[src/sv/ifd_pkg.sv]
`timescale 1ns / 1ps
// ----------------------------------------------------------------------------
// IPv4 forwarding decision package
// Shared constants, codes, status records and helper functions.
// ----------------------------------------------------------------------------
package ifd_pkg;

    localparam int ROUTE_ENTRIES_DEF = 16;
    localparam int ACC_W = 20;

    localparam logic [15:0] MIN_FRAME_LEN = 16'd34;
    localparam logic [7:0] PROTO_ICMP = 8'd1;
    localparam logic [7:0] TTL_LAST = 8'd1;
    localparam logic [7:0] TTL_STEP = 8'd1;

    typedef enum logic [2:0] {
        VERD_FORWARD      = 3'd0,
        VERD_LOCAL_ICMP   = 3'd1,
        VERD_PORT_UNREACH = 3'd2,
        VERD_TTL_EXPIRED  = 3'd3,
        VERD_BAD_CSUM     = 3'd4,
        VERD_SHORT        = 3'd5,
        VERD_NO_ROUTE     = 3'd6,
        VERD_LOADED       = 3'd7
    } verdict_t;

    typedef enum logic [1:0] {
        CFG_IF_ONE   = 2'd0,
        CFG_IF_TWO   = 2'd1,
        CFG_IF_THREE = 2'd2
    } cfg_index_t;

    typedef enum logic [1:0] {
        TOP_IDLE,
        TOP_LAUNCH,
        TOP_WAIT,
        TOP_DONE
    } top_state_t;

    typedef enum logic [1:0] {
        CS_IDLE,
        CS_ACC,
        CS_CHK,
        CS_NEW
    } csum_state_t;

    typedef struct packed {
        logic [31:0] prefix;
        logic [31:0] mask;
        logic [1:0]  port;
    } route_entry_t;

    typedef struct packed {
        logic       done;
        logic       found;
        logic [1:0] port;
    } lpm_status_t;

    typedef struct packed {
        logic        done;
        logic [15:0] calc_sum;
        logic [15:0] new_sum;
    } csum_status_t;

    // Number of one bits in a 32-bit mask, counted a byte at a time.
    function automatic logic [5:0] popcount32(input logic [31:0] v);
        logic [5:0] total;
        logic [3:0] part;
        total = '0;
        for (int b = 0; b < 4; b++) begin
            part = '0;
            for (int k = 0; k < 8; k++) begin
                part = part + {3'b000, v[8 * b + k]};
            end
            total = total + {2'b00, part};
        end
        return total;
    endfunction

    // End-around carry folding and complement of a partial header sum.
    function automatic logic [15:0] csum_fold(input logic [ACC_W-1:0] s);
        logic [16:0] f1;
        logic [16:0] f2;
        f1 = {1'b0, s[15:0]} + 17'(s[ACC_W-1:16]);
        f2 = {1'b0, f1[15:0]} + {16'd0, f1[16]};
        return ~f2[15:0];
    endfunction

endpackage

[src/sv/ifd_route_table.sv]
`timescale 1ns / 1ps
// ----------------------------------------------------------------------------
// Route table
// Entry memory with one write port and one registered read port; the
// in-use bits live in flip-flops that reset clears.
// ----------------------------------------------------------------------------
module ifd_route_table #(
    parameter int ROUTE_ENTRIES = ifd_pkg::ROUTE_ENTRIES_DEF,
    parameter int IDX_W = (ROUTE_ENTRIES > 1) ? $clog2(ROUTE_ENTRIES) : 1
) (
    input  logic                 clk,
    input  logic                 rst_n,
    input  logic                 wr_en,
    input  logic [IDX_W-1:0]     wr_addr,
    input  ifd_pkg::route_entry_t wr_entry,
    input  logic                 wr_valid,
    input  logic [IDX_W-1:0]     rd_addr,
    output ifd_pkg::route_entry_t rd_entry,
    output logic                 rd_valid
);
    import ifd_pkg::*;

    route_entry_t             route_mem [ROUTE_ENTRIES];
    route_entry_t             rd_entry_reg;
    logic [ROUTE_ENTRIES-1:0] valid_reg;
    logic                     rd_valid_reg;

    always_ff @(posedge clk)
    begin
        if (wr_en)
        begin
            route_mem[wr_addr] <= wr_entry;
        end
        rd_entry_reg <= route_mem[rd_addr];
    end

    always_ff @(posedge clk or negedge rst_n)
    begin
        if (!rst_n)
        begin
            valid_reg    <= '0;
            rd_valid_reg <= 1'b0;
        end
        else
        begin
            if (wr_en)
            begin
                valid_reg[wr_addr] <= wr_valid;
            end
            rd_valid_reg <= valid_reg[rd_addr];
        end
    end

    assign rd_entry = rd_entry_reg;
    assign rd_valid = rd_valid_reg;

endmodule

[src/sv/ifd_lpm_scan.sv]
`timescale 1ns / 1ps
// ----------------------------------------------------------------------------
// Longest prefix match scanner
// Walks the route table one entry per cycle and keeps the best match.
// ----------------------------------------------------------------------------
module ifd_lpm_scan #(
    parameter int ROUTE_ENTRIES = ifd_pkg::ROUTE_ENTRIES_DEF,
    parameter int IDX_W = (ROUTE_ENTRIES > 1) ? $clog2(ROUTE_ENTRIES) : 1
) (
    input  logic                  clk,
    input  logic                  rst_n,
    input  logic                  start,
    input  logic [31:0]           dest,
    output logic [IDX_W-1:0]      rd_addr,
    input  ifd_pkg::route_entry_t rd_entry,
    input  logic                  rd_valid,
    output ifd_pkg::lpm_status_t  status
);
    import ifd_pkg::*;

    localparam logic [IDX_W-1:0] LAST_IDX = IDX_W'(ROUTE_ENTRIES - 1);

    logic             issue_reg,    issue_next;
    logic [IDX_W-1:0] addr_reg,     addr_next;
    logic             s1_valid_reg, s1_valid_next;
    logic             s1_last_reg,  s1_last_next;
    logic             s2_valid_reg, s2_valid_next;
    logic             s2_last_reg,  s2_last_next;
    logic             s2_match_reg, s2_match_next;
    logic [5:0]       s2_len_reg;
    logic [1:0]       s2_port_reg;
    logic             found_reg,    found_next;
    logic [5:0]       best_len_reg, best_len_next;
    logic [1:0]       best_port_reg, best_port_next;
    logic             done_reg,     done_next;
    logic             take_best;

    always_comb
    begin
        issue_next    = issue_reg;
        addr_next     = addr_reg;
        if (start)
        begin
            issue_next = 1'b1;
            addr_next  = '0;
        end
        else if (issue_reg)
        begin
            addr_next = addr_reg + 1'b1;
            if (addr_reg == LAST_IDX)
            begin
                issue_next = 1'b0;
            end
        end

        s1_valid_next = issue_reg && !start;
        s1_last_next  = issue_reg && (addr_reg == LAST_IDX);
        s2_valid_next = s1_valid_reg;
        s2_last_next  = s1_last_reg;
        s2_match_next = rd_valid && (((dest ^ rd_entry.prefix) & rd_entry.mask) == 32'd0);

        take_best = s2_valid_reg && s2_match_reg && (!found_reg || (s2_len_reg > best_len_reg));

        found_next     = found_reg;
        best_len_next  = best_len_reg;
        best_port_next = best_port_reg;
        done_next      = done_reg;
        if (start)
        begin
            found_next = 1'b0;
            done_next  = 1'b0;
        end
        else
        begin
            if (take_best)
            begin
                found_next     = 1'b1;
                best_len_next  = s2_len_reg;
                best_port_next = s2_port_reg;
            end
            if (s2_valid_reg && s2_last_reg)
            begin
                done_next = 1'b1;
            end
        end
    end

    always_ff @(posedge clk or negedge rst_n)
    begin
        if (!rst_n)
        begin
            issue_reg    <= 1'b0;
            addr_reg     <= '0;
            s1_valid_reg <= 1'b0;
            s1_last_reg  <= 1'b0;
            s2_valid_reg <= 1'b0;
            s2_last_reg  <= 1'b0;
            s2_match_reg <= 1'b0;
            found_reg    <= 1'b0;
            done_reg     <= 1'b0;
        end
        else
        begin
            issue_reg    <= issue_next;
            addr_reg     <= addr_next;
            s1_valid_reg <= s1_valid_next;
            s1_last_reg  <= s1_last_next;
            s2_valid_reg <= s2_valid_next;
            s2_last_reg  <= s2_last_next;
            s2_match_reg <= s2_match_next;
            found_reg    <= found_next;
            done_reg     <= done_next;
        end
    end

    always_ff @(posedge clk)
    begin
        s2_len_reg    <= popcount32(rd_entry.mask);
        s2_port_reg   <= rd_entry.port;
        best_len_reg  <= best_len_next;
        best_port_reg <= best_port_next;
    end

    assign rd_addr      = addr_reg;
    assign status.done  = done_reg;
    assign status.found = found_reg;
    assign status.port  = best_port_reg;

endmodule

[src/sv/ifd_csum_unit.sv]
`timescale 1ns / 1ps
// ----------------------------------------------------------------------------
// Header checksum unit
// One 20-bit adder sums the header words a word per cycle, then folds the
// sum with the original and with the decremented time to live word.
// ----------------------------------------------------------------------------
module ifd_csum_unit (
    input  logic                  clk,
    input  logic                  rst_n,
    input  logic                  start,
    input  logic [63:0]           hdr_word_a,
    input  logic [63:0]           hdr_word_b,
    input  logic [31:0]           hdr_dest,
    output ifd_pkg::csum_status_t status
);
    import ifd_pkg::*;

    csum_state_t      state_reg, state_next;
    logic [2:0]       cnt_reg,   cnt_next;
    logic [ACC_W-1:0] acc_reg,   acc_next;
    logic [15:0]      calc_reg,  calc_next;
    logic [15:0]      new_reg,   new_next;
    logic             done_reg,  done_next;
    logic [15:0]      add_word;
    logic [ACC_W-1:0] add_sum;
    logic [7:0]       ttl_dec;

    assign ttl_dec = hdr_word_b[63:56] - TTL_STEP;
    assign add_sum = acc_reg + ACC_W'(add_word);

    always_comb
    begin
        state_next = state_reg;
        case (state_reg)
            CS_IDLE:
            begin
                if (start)
                begin
                    state_next = CS_ACC;
                end
            end
            CS_ACC:
            begin
                if (cnt_reg == 3'd7)
                begin
                    state_next = CS_CHK;
                end
            end
            CS_CHK:  state_next = CS_NEW;
            CS_NEW:  state_next = CS_IDLE;
            default: state_next = CS_IDLE;
        endcase
    end

    always_comb
    begin
        add_word = 16'd0;
        case (state_reg)
            CS_ACC:
            begin
                case (cnt_reg)
                    3'd0:    add_word = hdr_word_a[63:48];
                    3'd1:    add_word = hdr_word_a[47:32];
                    3'd2:    add_word = hdr_word_a[31:16];
                    3'd3:    add_word = hdr_word_a[15:0];
                    3'd4:    add_word = hdr_word_b[31:16];
                    3'd5:    add_word = hdr_word_b[15:0];
                    3'd6:    add_word = hdr_dest[31:16];
                    3'd7:    add_word = hdr_dest[15:0];
                    default: add_word = 16'd0;
                endcase
            end
            CS_CHK:  add_word = hdr_word_b[63:48];
            CS_NEW:  add_word = {ttl_dec, hdr_word_b[55:48]};
            default: add_word = 16'd0;
        endcase
    end

    always_comb
    begin
        cnt_next  = cnt_reg;
        acc_next  = acc_reg;
        calc_next = calc_reg;
        new_next  = new_reg;
        done_next = done_reg;
        case (state_reg)
            CS_IDLE:
            begin
                if (start)
                begin
                    cnt_next  = '0;
                    acc_next  = '0;
                    done_next = 1'b0;
                end
            end
            CS_ACC:
            begin
                cnt_next = cnt_reg + 3'd1;
                acc_next = add_sum;
            end
            CS_CHK:  calc_next = csum_fold(add_sum);
            CS_NEW:
            begin
                new_next  = csum_fold(add_sum);
                done_next = 1'b1;
            end
            default: done_next = done_reg;
        endcase
    end

    always_ff @(posedge clk or negedge rst_n)
    begin
        if (!rst_n)
        begin
            state_reg <= CS_IDLE;
            cnt_reg   <= '0;
            done_reg  <= 1'b0;
        end
        else
        begin
            state_reg <= state_next;
            cnt_reg   <= cnt_next;
            done_reg  <= done_next;
        end
    end

    always_ff @(posedge clk)
    begin
        acc_reg  <= acc_next;
        calc_reg <= calc_next;
        new_reg  <= new_next;
    end

    assign status.done     = done_reg;
    assign status.calc_sum = calc_reg;
    assign status.new_sum  = new_reg;

endmodule

[src/sv/ipv4_forwarding_decision_unit.sv]
`timescale 1ns / 1ps
// ----------------------------------------------------------------------------
// IPv4 forwarding decision unit
// Loads route table entries or judges IPv4 headers: short frame, checksum,
// local delivery, expired time to live, longest prefix match and forward.
// ----------------------------------------------------------------------------
//  Channel | Direction | Handshake             | Payload
//  in      | input     | in_valid / in_stall   | action, frame_len, header, route
//  out     | output    | out_valid / out_stall | verdict, out_port, new_ttl, ...
//  cfg     | input     | cfg_we                | cfg_index, cfg_data
//
// A header item waits until the route table scan, at one entry per cycle, and
// the checksum unit are both done; a load item goes straight to the done state.
// The block takes one item at a time and holds in_stall high while it works.
// A result waits in the output register while out_stall is high; the block
// then holds its next result until the register is free.
// Reset clears the interface addresses and all route entry in-use bits.
// ----------------------------------------------------------------------------
module ipv4_forwarding_decision_unit #(
    parameter int ROUTE_ENTRIES = ifd_pkg::ROUTE_ENTRIES_DEF
) (
    input  logic        clk,
    input  logic        rst_n,
    input  logic        cfg_we,
    input  logic [1:0]  cfg_index,
    input  logic [31:0] cfg_data,
    input  logic        in_valid,
    output logic        in_stall,
    input  logic        action,
    input  logic [15:0] frame_len,
    input  logic [63:0] hdr_word_a,
    input  logic [63:0] hdr_word_b,
    input  logic [31:0] hdr_dest,
    input  logic [3:0]  route_slot,
    input  logic [31:0] route_prefix,
    input  logic [31:0] route_mask,
    input  logic [1:0]  route_port,
    input  logic        route_valid,
    output logic        out_valid,
    input  logic        out_stall,
    output logic [2:0]  verdict,
    output logic [1:0]  out_port,
    output logic [7:0]  new_ttl,
    output logic [15:0] new_checksum
);
    import ifd_pkg::*;

    localparam int IDX_W = (ROUTE_ENTRIES > 1) ? $clog2(ROUTE_ENTRIES) : 1;
    localparam logic [8:0] SLOT_LIMIT = 9'(ROUTE_ENTRIES);

    top_state_t   state_reg, state_next;
    logic [31:0]  if_one_reg;
    logic [31:0]  if_two_reg;
    logic [31:0]  if_three_reg;
    logic         act_reg;
    logic [15:0]  flen_reg;
    logic [63:0]  hdr_a_reg;
    logic [63:0]  hdr_b_reg;
    logic [31:0]  dest_reg;
    logic         out_valid_reg, out_valid_next;
    logic [2:0]   verdict_reg;
    logic [1:0]   out_port_reg;
    logic [7:0]   new_ttl_reg;
    logic [15:0]  new_csum_reg;

    logic         accept;
    logic         start;
    logic         out_load;
    logic [8:0]   slot_ext;
    logic         tbl_wr_en;
    route_entry_t tbl_wr_entry;
    logic [IDX_W-1:0] tbl_rd_addr;
    route_entry_t tbl_rd_entry;
    logic         tbl_rd_valid;
    lpm_status_t  lpm_st;
    csum_status_t csum_st;

    verdict_t     res_verdict;
    logic [1:0]   res_port;
    logic [7:0]   res_ttl;
    logic [15:0]  res_csum;
    logic         dest_local;

    assign accept   = in_valid && !in_stall;
    assign slot_ext = {5'd0, route_slot};
    assign tbl_wr_en = accept && action && (slot_ext < SLOT_LIMIT);
    assign tbl_wr_entry.prefix = route_prefix;
    assign tbl_wr_entry.mask   = route_mask;
    assign tbl_wr_entry.port   = route_port;

    always_comb
    begin
        state_next = state_reg;
        case (state_reg)
            TOP_IDLE:
            begin
                if (accept)
                begin
                    state_next = action ? TOP_DONE : TOP_LAUNCH;
                end
            end
            TOP_LAUNCH: state_next = TOP_WAIT;
            TOP_WAIT:
            begin
                if (lpm_st.done && csum_st.done)
                begin
                    state_next = TOP_DONE;
                end
            end
            TOP_DONE:
            begin
                if (out_load)
                begin
                    state_next = TOP_IDLE;
                end
            end
            default: state_next = TOP_IDLE;
        endcase
    end

    always_comb
    begin
        in_stall = 1'b1;
        start    = 1'b0;
        out_load = 1'b0;
        case (state_reg)
            TOP_IDLE:   in_stall = 1'b0;
            TOP_LAUNCH: start = 1'b1;
            TOP_WAIT:   start = 1'b0;
            TOP_DONE:   out_load = !out_valid_reg || !out_stall;
            default:    in_stall = 1'b1;
        endcase
    end

    assign dest_local = (dest_reg == if_one_reg) || (dest_reg == if_two_reg) ||
                        (dest_reg == if_three_reg);

    always_comb
    begin
        res_verdict = VERD_LOADED;
        res_port    = 2'd0;
        res_ttl     = 8'd0;
        res_csum    = 16'd0;
        if (!act_reg)
        begin
            if (flen_reg < MIN_FRAME_LEN)
            begin
                res_verdict = VERD_SHORT;
            end
            else if (csum_st.calc_sum != hdr_b_reg[47:32])
            begin
                res_verdict = VERD_BAD_CSUM;
            end
            else if (dest_local)
            begin
                res_verdict = (hdr_b_reg[55:48] == PROTO_ICMP) ? VERD_LOCAL_ICMP
                                                               : VERD_PORT_UNREACH;
            end
            else if (hdr_b_reg[63:56] <= TTL_LAST)
            begin
                res_verdict = VERD_TTL_EXPIRED;
            end
            else if (!lpm_st.found)
            begin
                res_verdict = VERD_NO_ROUTE;
            end
            else
            begin
                res_verdict = VERD_FORWARD;
                res_port    = lpm_st.port;
                res_ttl     = hdr_b_reg[63:56] - TTL_STEP;
                res_csum    = csum_st.new_sum;
            end
        end
    end

    always_comb
    begin
        if (out_load)
        begin
            out_valid_next = 1'b1;
        end
        else if (!out_stall)
        begin
            out_valid_next = 1'b0;
        end
        else
        begin
            out_valid_next = out_valid_reg;
        end
    end

    always_ff @(posedge clk or negedge rst_n)
    begin
        if (!rst_n)
        begin
            state_reg     <= TOP_IDLE;
            out_valid_reg <= 1'b0;
            if_one_reg    <= '0;
            if_two_reg    <= '0;
            if_three_reg  <= '0;
        end
        else
        begin
            state_reg     <= state_next;
            out_valid_reg <= out_valid_next;
            if (cfg_we)
            begin
                case (cfg_index)
                    CFG_IF_ONE:   if_one_reg   <= cfg_data;
                    CFG_IF_TWO:   if_two_reg   <= cfg_data;
                    CFG_IF_THREE: if_three_reg <= cfg_data;
                    default:      if_one_reg   <= if_one_reg;
                endcase
            end
        end
    end

    always_ff @(posedge clk)
    begin
        if (accept)
        begin
            act_reg   <= action;
            flen_reg  <= frame_len;
            hdr_a_reg <= hdr_word_a;
            hdr_b_reg <= hdr_word_b;
            dest_reg  <= hdr_dest;
        end
        if (out_load)
        begin
            verdict_reg  <= res_verdict;
            out_port_reg <= res_port;
            new_ttl_reg  <= res_ttl;
            new_csum_reg <= res_csum;
        end
    end

    ifd_route_table #(
        .ROUTE_ENTRIES (ROUTE_ENTRIES),
        .IDX_W         (IDX_W)
    ) u_table (
        .clk      (clk),
        .rst_n    (rst_n),
        .wr_en    (tbl_wr_en),
        .wr_addr  (slot_ext[IDX_W-1:0]),
        .wr_entry (tbl_wr_entry),
        .wr_valid (route_valid),
        .rd_addr  (tbl_rd_addr),
        .rd_entry (tbl_rd_entry),
        .rd_valid (tbl_rd_valid)
    );

    ifd_lpm_scan #(
        .ROUTE_ENTRIES (ROUTE_ENTRIES),
        .IDX_W         (IDX_W)
    ) u_scan (
        .clk      (clk),
        .rst_n    (rst_n),
        .start    (start),
        .dest     (dest_reg),
        .rd_addr  (tbl_rd_addr),
        .rd_entry (tbl_rd_entry),
        .rd_valid (tbl_rd_valid),
        .status   (lpm_st)
    );

    ifd_csum_unit u_csum (
        .clk        (clk),
        .rst_n      (rst_n),
        .start      (start),
        .hdr_word_a (hdr_a_reg),
        .hdr_word_b (hdr_b_reg),
        .hdr_dest   (dest_reg),
        .status     (csum_st)
    );

    assign out_valid    = out_valid_reg;
    assign verdict      = verdict_reg;
    assign out_port     = out_port_reg;
    assign new_ttl      = new_ttl_reg;
    assign new_checksum = new_csum_reg;

endmodule

[config.mk]
export PLATFORM = sky130hd
export DESIGN_NAME = ipv4_forwarding_decision_unit
export DESIGN_NICKNAME = d
export VERILOG_FILES = /design/src/sv/ifd_pkg.sv /design/src/sv/ifd_route_table.sv /design/src/sv/ifd_lpm_scan.sv /design/src/sv/ifd_csum_unit.sv /design/src/sv/ipv4_forwarding_decision_unit.sv
export SDC_FILE = /design/constraint.sdc
export NUM_CORES = 2
export LEC_CHECK = 0
export ABC_CLOCK_PERIOD_IN_PS = 18750
export CAP_MARGIN = 20
export CORE_ASPECT_RATIO = 1.2
export CORE_MARGIN = 5
export CORE_UTILIZATION = 49
export CTS_BUF_LIST = sky130_fd_sc_hd__clkbuf_16
export DETAILED_ROUTE_END_ITERATION = 7
export DONT_BUFFER_PORTS = 1
export PLACE_DENSITY_LB_ADDON = 0.05
export SLEW_MARGIN = 20
export SYNTH_ARGS = -nofsm -noshare
export SYNTH_HDL_FRONTEND = slang
export SYNTH_SLANG_ARGS = --single-unit
[constraint.sdc]
create_clock -name clk -period 18.75 [get_ports clk]
set_input_delay 2.8125 -clock clk [delete_from_list [all_inputs] [get_ports clk]]
set_output_delay 2.8125 -clock clk [all_outputs]
set_load 0.01 [all_outputs]
Yosys cells after proc, flatten, opt, wreduce, memory -nomap -nowiden --
Memory sizes are Yosys's and may differ from the RTL's. A register that Yosys moved wholly into a read port is not among the register bits. Cells that the tools add are included.
Operators by class: equality and inequality tests 27, multiplexer cells 43, magnitude comparators 7, $add $sub $neg 37, bitwise gates (word level) 5, reduce and logical (&&, ||, !) cells 40
Operators with widths (count):
- one-hot mux 16 bit (8 select lines) | 1
- adder 4 x 1 -> 4 bit | 24
- equality test 32 bit | 3
- one-hot mux 16 bit (3 select lines) | 1
- one-hot mux 20 bit (2 select lines) | 1
- bitwise AND 32 bit | 1
- logical NOT 32 bit | 1
- bitwise XOR 32 bit | 1
- adder 20 x 16 -> 20 bit | 1
- 2-to-1 mux 20 bit | 1
- 2-to-1 mux 2 bit | 9
- adder 16 x 4 -> 17 bit | 1
- 2-to-1 mux 1 bit | 17
- adder 16 x 1 -> 16 bit | 1
- bitwise mux 16 bit | 1
- less-than comparator 16 x 6 -> 1 bit (second input constant) | 1
- inequality test 16 bit | 1
- NOT 16 bit | 1
- one-hot mux 2 bit (4 select lines) | 2
- less-than comparator 4 x 5 -> 1 bit (second input constant) | 3
- AND reduction 2 bit | 7
- adder 6 x 4 -> 6 bit | 2
- equality test 3 bit (second input constant) | 4
- 2-to-1 mux 3 bit | 4
- 32 further kinds | 70
Word-level totals: logic and storage cells 197, output and inout bits 31, flip-flop bits (word level) 408, bits in writable memories 1056, input bits 287, memories kept 1
Memory list:
- u_table.route_mem | depth 16, width 66, read ports 1, clocked after Yosys merged registers in 1, wr ports 1, line ifd_route_table.sv:23 | route_entry_t route_mem [ROUTE_ENTRIES];

Logic depth before layout (Yosys ltp) --
word-level depth 10, gate-level depth with buffers 36, mapped depth without buffers 33

Hierarchy --
From an unflattened synthesis, not the netlist that was laid out.
Unflattened totals: cells, all modules 3156, area total of the unflattened synthesis 60560.6 um^2
By module, submodules not included:
- ifd_route_table | cells an instance 1741, seq. area each 33457.1 um^2, instances 1, area an instance 41513.6 um^2
- ipv4_forwarding_decision_unit | cells an instance 651, seq. area each 8633.3 um^2, instances 1, area an instance 11651.2 um^2
- ifd_csum_unit | cells an instance 547, seq. area each 1711.6 um^2, instances 1, area an instance 5129.9 um^2
- ifd_lpm_scan | cells an instance 217, seq. area each 700.7 um^2, instances 1, area an instance 2265.9 um^2

Least setup slack after synthesis --
Ideal clock, no wire load.
path kind input -> register, from input port in_valid, to register u_table.valid_reg[2], slack 1.709 ns, buffers on the path 0, setup time 0.088 ns, arrival time 16.953 ns, stages on the path 5, data required time 18.662 ns, path through inv_1 > nor2_1 > nand4b_1 > nor3_1 > mux2_2
On the way: longest elaborated chain between the ends 3
RTL lines:
- from (decl) | line ipv4_forwarding_decision_unit.sv:27 | input logic in_valid,
- logical AND 1 bit | line ipv4_forwarding_decision_unit.sv:84 | assign accept = in_valid && !in_stall;
- net accept | line ipv4_forwarding_decision_unit.sv:66 | logic accept;
- logical AND 1 bit (2 in series) | line ipv4_forwarding_decision_unit.sv:86 | assign tbl_wr_en = accept && action && (slot_ext < SLOT_LIMIT);
- to (signal, indexed assignment) | line ifd_route_table.sv:48 | valid_reg[wr_addr] <= wr_valid;
- to (decl) | line ifd_route_table.sv:25 | logic [ROUTE_ENTRIES-1:0] valid_reg;
The timed path passes the listed nets, and every way through them passes these cells. A chain may end at the register's enable or synchronous reset.

Worst setup path after layout --
from register u_csum.cnt_reg[2], to register u_csum.calc_reg[12], data pin
On the way: longest elaborated chain between the ends 7, elaborated cells on any way between the ends 14, those cells by class add/sub (3); eq/ne (7); mux (2); bitwise (1); reduce/logical (1)
RTL lines:
- from (decl) | line ifd_csum_unit.sv:19 | logic [2:0] cnt_reg, cnt_next;
- from (signal assigned) | line ifd_csum_unit.sv:122 | cnt_reg <= cnt_next;
- equality test 3 bit (tied with other cells) | line ifd_csum_unit.sv:61 | case (cnt_reg)
- one-hot mux 16 bit (8 select lines) (*) | line ifd_csum_unit.sv:61
- one-hot mux 16 bit (3 select lines) (*) | line ifd_csum_unit.sv:58 | case (state_reg)
- adder 20 x 16 -> 20 bit (*) | line ifd_csum_unit.sv:29 | assign add_sum = acc_reg + ACC_W'(add_word);
- net u_csum.add_sum[16] | line ifd_csum_unit.sv:25 | logic [ACC_W-1:0] add_sum;
- adder 16 x 4 -> 17 bit (*) | line ifd_pkg.sv:84 | f1 = {1'b0, s[15:0]} + 17'(s[ACC_W-1:16]);
- adder 16 x 1 -> 16 bit (*) | line ifd_pkg.sv:85 | f2 = {1'b0, f1[15:0]} + {16'd0, f1[16]};
- NOT 16 bit (*) | line ifd_pkg.sv:86 | return ~f2[15:0];
- to (signal assigned) | line ifd_csum_unit.sv:130 | calc_reg <= calc_next;
- to (decl) | line ifd_csum_unit.sv:21 | logic [15:0] calc_reg, calc_next;
The timed path passes the listed nets; every way through them passes the cells marked *.

==> impl_metrics.ini <==
[outcome]
status = completed

[clock_network]
htreeDepth = 4
cts-buffers-inserted = 153
ctsLongestPathBuffers = 3
clkTransAtPathRegs_ns = 0.06
post-cts-setup-buffer-count = 0
clk-insertion-delay-late_ns = 0.79
cts.sinks = 1529
hold_buffers = 0
cts_tree = built
clockRootBuffer = clkbuf_16
cts_resized = 0

[sta]
finalClockSkew_ns = 0.0209
maxSlewViolCount = 0
layout_min_cycle_time_ns = 9.04
rsz0062_at_grt = no
final_hold_viol_count = 0
setup_slack_ns = 9.71
fmax_ghz = 0.111
period_share_pct = 48.2
relSlewSlack_pct = 12.6
tightest_slew_ns = 1.31
setup_viol = 0
finalSetupTns_ns = 0
whs_ns = 0.328

[setup_path]
cp.required_ns = 19.33
arrival_ns = 9.62
startpoint_type = register
criticalPathCategory = reg -> reg
cp_common_cell = ha_1
cp_max_fo = 31
slowest_delay_ns = 0.65
slowest_stage = a222oi_1
end_kind = register

[floorplan]
die_h_um = 397
rows = 142
die_width_um = 332
start_util_pct = 49.2
core_um2 = 124000
top_level_ports = 318
die_area_um2 = 132000

[final_layout]
nets = 3527
largest_reg_flops = 1056
final_layout_size_suffix_gt1_share_pct = 23.9
regArea_um2 = 44500
finish.utilization_pct = 54.7
syn_to_final_growth_pct = 11.3
multi_input_area_um2 = 15800
stdcell_count = 4933
nFillCells = 9498

[place]
pre_cts_ws_ns = 9.83
hpwl_um = 92400
gp_congestion = 0.888
numPortBuffers = 0
dp_cells = 4649

[detailed_routing]
post_drt_wl_per_cell_um = 31.4
routed_wl_um = 155000
drt_first_iter_violations = 2406
route.detailed.drc = 0
via_per_inst = 5.99
via_count = 29561
drtPass1Iterations = 6
ant_nets = 0

[synthesis]
synth_flop_cell = edfxtp_1
async_reset_ff_share_pct = 8.76
synth_warnings = 0
ys_seq_area_share_pct = 72.8
synthCells = 3099
synth_edf_count = 1321
synth_nets = 3477
syn-cell-area_um2 = 61100
ys_ff_latch = 1529
syn_avg_cell_area_um2 = 19.7
synth.distinct_cells = 103

[pwr]
p_leak_nw = 22.4
p_sw_mw = 4.13
powerDensity_nw_per_um2 = 177
clkPwrFrac_pct = 24.5
comb_power_share_pct = 38.3
power_frac_seq_pct = 37.2
p_sw_share_pct = 34.3
internal_power_mw = 7.92
ir_drop_mv = 0.552

[global_routing]
grt_use_total_pct = 23.5
grt_max_degree = 177
grt_pass1_wl_um = 223000
antenna_found_initial = 8
grt_overflow = 0
grt_pass1_vias = 31080

[hold_path]
min_path_type = reg -> reg

[run]
cap_violations = 0
worst max-delay path, delay by kind of cell, from the launching register on:
family / cells / cell delay [ns]
AOI/OAI and AO/OA: 13 / 3.61
adders and majority gates: 7 / 2.38
and+or+nand+nor: 9 / 1.56
buffers and inverters: 3 / 0.77
DFF: 1 / 0.32
xor gates and xnor gates: 1 / 0.17
metrics by stage:
stage,power [mW],area [um2]
after floorplan,7.87,61100
after global placement,9.10,63200
after detailed placement,9.23,63200
after CTS,12.2,68000
after global routing,12.8,68000
final,12.1,68000
cell usage after synthesis, drive strengths merged, types with 7 or more instances:
| cell type | count | area, um2 |
|---|---|---|
| edfxtp | 1321 | 39700 |
| clkbuf | 113 | 425 |
| o211ai | 16 | 130 |
| dfxtp | 74 | 1480 |
| dfrtp | 134 | 3350 |
| nor2b | 18 | 120 |
| o21a | 7 | 52.6 |
| a22oi | 20 | 150 |
| a211oi | 8 | 77.6 |
| nor4 | 23 | 156 |
| o21ai | 24 | 131 |
| nand2 | 70 | 270 |
| a21oi | 49 | 253 |
| a31oi | 14 | 93.8 |
| a21o | 12 | 91.3 |
| fa | 24 | 480 |
| and3 | 11 | 77.6 |
| nor2 | 72 | 270 |
| mux4 | 335 | 7540 |
| o221ai | 8 | 70.1 |
| nand4 | 42 | 269 |
| buf | 45 | 198 |
| xnor2 | 127 | 1120 |
| ha | 67 | 838 |
| nand3 | 19 | 118 |
| a222oi | 19 | 190 |
| and2 | 32 | 200 |
| xor2 | 77 | 682 |
| mux2 | 114 | 1280 |
| inv | 86 | 323 |
| a221oi | 12 | 123 |
| nor3 | 20 | 110 |
power groups by stage:
| stage | clock, mW | sequential, mW | combinational [mW] |
|---|---|---|---|
| 2_1_floorplan | 0 | 4.36 | 3.51 |
| 3_3_place_gp | 0 | 4.55 | 4.54 |
| 3_5_place_dp | 0 | 4.56 | 4.67 |
| 4_1_cts | 3.01 | 4.49 | 4.68 |
| 5_1_grt | 3.16 | 4.52 | 5.12 |
| 6_report | 2.95 | 4.48 | 4.62 |
per-layer routing:
metal / up-vias / track usage (%) / share of wire (%)
met2: 976 / 39.9 / 51
met3: 193 / 5.87 / 7.2
li1: 12575 / - / -
met5: - / 0 / 0.0065
met1: 15815 / 30.5 / 40
met4: 2 / 6.58 / 2.5
cell type report:
cell class,instances,share of cell area (%)
Clock inverter,121,1.37
Multi-Input combinational cell,1325,23.3
Antenna cell,7,0.0257
Timing Repair Buffer,53,0.669
Sequential cell,1529,65.4
Clock buffer,155,5.70
Inverter,87,0.480
Tap cell,1656,3.05
cells in the final DEF, fill, tap and decap left out, types with 41 or more instances in the layout:
cell type	instances
edfxtp_1	1321
mux4_2	335
clkbuf_16	155
dfrtp_1	130
xnor2_1	126
inv_1	123
mux2_2	114
xor2_1	76
dfxtp_1	74
nand2_1	69
ha_1	67
nor2_1	58
buf_4	49
a21oi_1	47
nand4_1	41
kinds of logic after synthesis:
family                     synth area share (%)
DFF                                        72.8
muxes                                      14.5
and+or+nand+nor                            3.09
buffers and inverters                      1.55
AOI/OAI and AO/OA                          2.94
xor gates and xnor gates                   2.95
adders and majority gates                  2.17
final timing paths:
kind | startpoint | endpoint | slack (ns) | cells past startpoint
worst max-delay path | u_csum.cnt_reg[2] | u_csum.calc_reg[12] | 9.71 | 33
worst min-delay path | u_table.rd_entry[1] | u_scan.s2_port_reg[1] | 0.33 | 0
worst max register to register | u_csum.cnt_reg[2] | u_csum.calc_reg[12] | 9.71 | 33
worst min register to register | u_table.rd_entry[1] | u_scan.s2_port_reg[1] | 0.33 | 0
max in group asynchronous | rst_n | u_scan.rd_addr[1] | 16.68 | 0
min in group asynchronous | rst_n | if_three_reg[12] | 1.73 | 0
Note: power is estimated with default switching activity, not from simulation.
